### src/rtl/core/lzwc_pkg.sv
package lzwc_pkg;

  localparam int unsigned DICT_ENTRIES  = 4096;
  localparam int unsigned MAX_CODE_BITS = 12;
  localparam int unsigned CODE_W        = 12;
  localparam int unsigned WIDTH_W       = 4;
  localparam int unsigned NFC_W         = 13;
  localparam int unsigned KEY_W         = CODE_W + 8;
  localparam int unsigned HASH_W        = 13;
  localparam int unsigned HASH_DEPTH    = 1 << HASH_W;

  localparam logic [NFC_W-1:0]   FIRST_FREE  = NFC_W'(256);
  localparam logic [WIDTH_W-1:0] START_WIDTH = WIDTH_W'(9);
  localparam logic [WIDTH_W-1:0] MAX_WIDTH   = WIDTH_W'(MAX_CODE_BITS);
  localparam logic [NFC_W-1:0]   CODE_LIMIT  = NFC_W'(DICT_ENTRIES);

  typedef struct packed {
    logic [7:0] data_byte;
    logic       end_of_stream;
  } item_t;

  // entry memory word: the key and the hash slot that points back at it
  typedef struct packed {
    logic [KEY_W-1:0]  key;
    logic [HASH_W-1:0] slot;
  } entry_t;

  function automatic logic [HASH_W-1:0] hash_key(input logic [CODE_W-1:0] prefix,
                                                 input logic [7:0] data);
    hash_key = HASH_W'({data, 5'b0}) ^ HASH_W'(prefix);
  endfunction

endpackage

### src/rtl/core/lzwc_front.sv
module lzwc_front (
  input  logic           clk_i,
  input  logic           rst_ni,
  input  logic           in_valid_i,
  output logic           in_stall_o,
  input  logic [7:0]     data_byte_i,
  input  logic           end_of_stream_i,
  output logic           item_valid_o,
  output lzwc_pkg::item_t item_o,
  input  logic           item_pop_i
);

  lzwc_pkg::item_t buf_q [2];
  logic            wr_ptr_q, rd_ptr_q;
  logic [1:0]      count_q;
  logic            push;

  assign in_stall_o   = (count_q == 2'd2);
  assign push         = in_valid_i && !in_stall_o;
  assign item_valid_o = (count_q != 2'd0);
  assign item_o       = buf_q[rd_ptr_q];

  always_ff @(posedge clk_i or negedge rst_ni) begin
    if (!rst_ni) begin
      wr_ptr_q <= 1'b0;
      rd_ptr_q <= 1'b0;
      count_q  <= 2'd0;
    end else begin
      if (push) wr_ptr_q <= ~wr_ptr_q;
      if (item_pop_i) rd_ptr_q <= ~rd_ptr_q;
      count_q <= count_q + 2'(push) - 2'(item_pop_i);
    end
  end

  always_ff @(posedge clk_i) begin
    if (push) begin
      buf_q[wr_ptr_q] <= '{data_byte: data_byte_i, end_of_stream: end_of_stream_i};
    end
  end

endmodule

### config.mk
export PLATFORM = sky130hd
export DESIGN_NAME = lzwc_front
export DESIGN_NICKNAME = d
export VERILOG_FILES = /design/src/rtl/core/lzwc_pkg.sv /design/src/rtl/core/lzwc_front.sv
export SDC_FILE = /design/constraint.sdc
export NUM_CORES = 1
export LEC_CHECK = 0
export BUFFER_PORTS_ARGS = -buffer_cell sky130_fd_sc_hd__buf_4
export CAP_MARGIN = 20
export CORE_MARGIN = 3
export CORE_UTILIZATION = 35
export CTS_CLUSTER_DIAMETER = 50
export CTS_CLUSTER_SIZE = 14
export DETAILED_ROUTE_END_ITERATION = 8
export PLACE_DENSITY_LB_ADDON = 0.2
export SLEW_MARGIN = 15
export SYNTH_ARGS = -nofsm -noshare
export SYNTH_HDL_FRONTEND = slang
export SYNTH_SLANG_ARGS = --single-unit
### constraint.sdc
create_clock -name clk_i -period 1.7 [get_ports clk_i]
set_input_delay 0.255 -clock clk_i [delete_from_list [all_inputs] [get_ports clk_i]]
set_output_delay 0.255 -clock clk_i [all_outputs]
set_load 0.05 [all_outputs]
Word-level counts from Yosys, hierarchy flattened --
Memory sizes are Yosys's and may differ from the RTL's. Cells that the tools add are included. Widths: inputs -> output; s select.
Operators by class: $add $sub $neg 2, eq/ne operators 1, mux-type cells 2, reductions and logical operators 3, bitwise gates (word level) 2
Operator list (number):
- $add 2x1->2 | 1
- $eq 2x2->1 const B | 1
- $mux 1 | 2
- $not 1->1 | 2
- $reduce_bool 2->1 | 1
- $sub 2x1->2 | 1
- $logic_and 1x1->1 | 1
- $logic_not 1->1 | 1
Storage, ports and cells: register bits after elaboration 4, logic and storage cells 14, memory bits (writable) 18, input port bits 13, memories 1, output and inout port bits 11
Memory list:
- buf_q | depth 2, width 9, read ports 1, clocked after memory_dff 0, write ports 1, line lzwc_front.sv:13 | lzwc_pkg::item_t buf_q [2];

Longest topological paths before layout --
depth in word-level cells 5, depth in mapped cells 7, depth with buffers taken out 7

Worst setup path before layout --
No wires, ideal clock.
path kind register to register, from register count_q[1], to register count_q[1], path buffers 0, slack 0.290 ns, arrival time 1.287 ns, required time 1.577 ns, library setup time 0.123 ns, stages on the path, launching flop included 8, clock period less this slack 1.410 ns, cells stage by stage dfrtp_1 > nand2b_1 > nand2_1 > ha_1 > inv_1 > ha_1 > xnor2_1 > xnor2_1
On the way: longest elaborated chain between the ends 5
Ends and longest elaborated chain:
- start, declared | line lzwc_front.sv:15 | logic [1:0] count_q;
- start signal, assigned | line lzwc_front.sv:31 | count_q <= count_q + 2'(push) - 2'(item_pop_i);
- $eq 2x2->1 | line lzwc_front.sv:18 | assign in_stall_o = (count_q == 2'd2);
- $logic_not 1->1 | line lzwc_front.sv:19 | assign push = in_valid_i && !in_stall_o;
- $logic_and 1x1->1 | line lzwc_front.sv:19
- $add 2x1->2 * | line lzwc_front.sv:31
- $sub 2x1->2 * | line lzwc_front.sv:31
Every way passes the cells marked *; elsewhere a longest branch is shown, timed or not. A chain may end at the register's enable or synchronous reset.

==> impl_results.md <==
- CTS Sinks: 22
- Drt pass-1 iters: 2
- Fin nets: 92
- Worst-Margin Slew: ~450 ps
- Total number of vias: between 400 and 500
- Mapped Area: approximately 880 um^2
- Largest net degree at the start of global routing: 13
- Sequential fraction of the synthesis area: 0.727
- Final Setup Violations: 0
- Setup TNS: 0 ps
- Util after Layout: 0.498
- Number of port buffers: 23
- Synth Register Bits: 22
- PwrDens: approximately 1900 mW/mm^2
- Final period utilization: 0.942
- Layout cells sized above 1: 0.526
- GPL Wtd Cong: between 0.6 and 0.7
- Global Route Usage Sum: 0.0840
- Critical path data arrival time: 1350 ps
- Post-CTS Setup Repair Bufs: 0
- Worst Hold Class: primary input to register
- Worst-skew pair later-pin latency: 290 ps
- Element type at the critical path start: register
- CP max-delay cell: dfrtp_1
- Wl on met1: between 400 and 500 um
- CTS Buffer Depth: 2
- Hold slack: 131 ps
- CTS tree: yes
- Fin crit period: roughly 1600 ps
- Max Used Layer: met3
- Crit Path Max Fanout: 6
- Row count: 17
- Initial antenna violation count: 0
- Initial Utilization: 0.383
- Critical-path cell list: buf_4, mux2_4, buf_4
- Cells after synthesis: 45
- DR vias/cell: ~4.3
- Ant diodes: 0
- Drt wl/cell: about 11 um
- Final Skew: 2.70 ps
- Max-slew violations: 0
- Initial drt markers: 1
- Synth Area per Inst: between 15 and 20 um^2
- Area growth from synthesis to layout: 29.8%
- # fillers: 200
- Yosys cell types: 13
- Chip Width: roughly 56 um
- Maxcap violations: 0
- Number of global-route vias before repair: between 500 and 600
- Critical path type: register to output port
- # H-tree levels: 1
- CP endpoint kind: output port
- CORE AREA: about 0.0023 mm^2
- Worst path top cell family by delay: flip-flops
- Post-route ant nets: 0
- Slowest cell delay on critical path: 390 ps
- Status: complete, no violations
- Post-DP HPWL: between 900 and 1000 um
- TritonCTS Buffers: 3
- Hold Vio Cnt, Final: 0
- Remaining Overflow, GRT: 0
- Met3 wire length: 89 um
- Drt total wl: ~1200 um
- CP most frequent cell: buf_4
- CP bufs+invs: 2
- CP Data Required Time: about 1400 ps
- Clock-pin slew on the worst setup and hold paths: ~110 ps
- IR drop worst, VDD: ~0.00091 V
- Warning count from the yosys run: 0
- Met2 WL: 629 um
- I/O pin count: 24
- Die ar.: ~0.0032 mm^2
- Clock root cell: clkbuf_4
- RSZ-0062 raised after global routing: false
- Drc violations: 0
- Die Y: roughly 56 um
- Static Leak: ~0.5 nW
- Rel. slew slack: 0.703
- Synthesized net count: 60
- First-pass GRT wire length: between 2000 and 2500 um
- Peak Freq: ~620 MHz
==> registers in the layout (all words and copies together), names as in the netlist <==
| register | flops |
|---|---|
| count_q | 2 |
| rd_ptr_q | 1 |
| wr_ptr_q | 1 |
| buf_q | 18 |
==> area by class of cell <==
| class | count | area (um^2) | share of cell area |
|---|---|---|---|
| multi-input combinational | 20 | 221 | 0.194 |
| timing repair buffer | 28 | 213 | 0.186 |
| clock buffer | 3 | 22.5 | 0.0197 |
| clock inverter | 1 | 3.75 | 0.00328 |
| inverter | 2 | 7.51 | 0.00656 |
| sequential | 22 | 641 | 0.560 |
| tap | 28 | 35.0 | 0.0306 |
==> final timing paths <==
| kind | start | endpoint | slack (ps) | cells after the start |
|---|---|---|---|---|
| max in group asynchronous | rst_ni | wr_ptr_q | 1330 | 2 |
| min in group asynchronous | rst_ni | rd_ptr_q | 270 | 2 |
| worst min register to register | wr_ptr_q | wr_ptr_q | 500 | 1 |
| worst min-delay path | item_pop_i | rd_ptr_q | 130 | 2 |
| worst max-delay path | rd_ptr_q | item_o[7] | 100 | 3 |
| worst max register to register | count_q[1] | count_q[1] | 150 | 7 |
==> synthesized netlist by cell type <==
library cell	number	area, um^2
inv_1	2	7.51
xor2_1	1	8.76
dfrtp_1	4	100
xnor2_1	3	26.3
mux2_4	9	135
nor2_1	1	3.75
and3_1	1	6.26
ha_1	2	25.0
buf_6	1	11.3
edfxtp_1	18	541
nand2b_1	1	6.26
or2_2	1	6.26
nand2_1	1	3.75
==> layer usage <==
layer  vias to the layer above  global-route usage
met1                       212              0.0959
li1                        225                   -
met3                         0              0.0255
met4                         0              0.0407
met5                         -                   0
met2                        15               0.142
==> metrics by stage <==
step / instance area (um^2) / setup WS (ps) / cells / power (W)
floorplan: 881 / 290 / 45 / 0.00167
global placement: 1110 / 256 / 99 / 0.00197
detailed placement: 1110 / 168 / 99 / 0.00198
CTS: 1140 / 68.6 / 104 / 0.00221
global route: 1140 / 15.5 / 104 / 0.00229
finish: 1140 / 98.1 / 104 / 0.00217
==> cells in the final DEF, fill, tap and decap left out <==
cell type and n:
buf_4 27, edfxtp_1 18, mux2_4 9, dfrtp_1 4, xnor2_1 3, clkbuf_4 3
inv_1 2, ha_1 2, nand2b_1 1, nand2_1 1, or2_2 1, and3_1 1
nor2_1 1, xor2_1 1, clkinv_1 1, dlygate4sd3_1 1
==> report_power, final <==
group | internal, W | total, W | switching (W)
Clock | 0.0000853 | 0.000225 | 0.000139
Sequential | 0.000750 | 0.000802 | 0.0000519
Combinational | 0.000459 | 0.00115 | 0.000687
Total | 0.00129 | 0.00217 | 0.000879
==> kinds of logic after synthesis <==
family / share of synthesized area
flops: 0.727
mux: 0.153
simple gates: 0.0298
xor+xnor: 0.0398
buf+inv: 0.0213
fa+ha+maj: 0.0284
==> what timing repair did <==
| item | in CTS | in global routing |
|---|---|---|
| endpoints found under the hold margin | 4 | 0 |
| gates resized for setup | 0 | 0 |
| hold buffers | 1 | 0 |
Power figures use the tool's default switching activity.
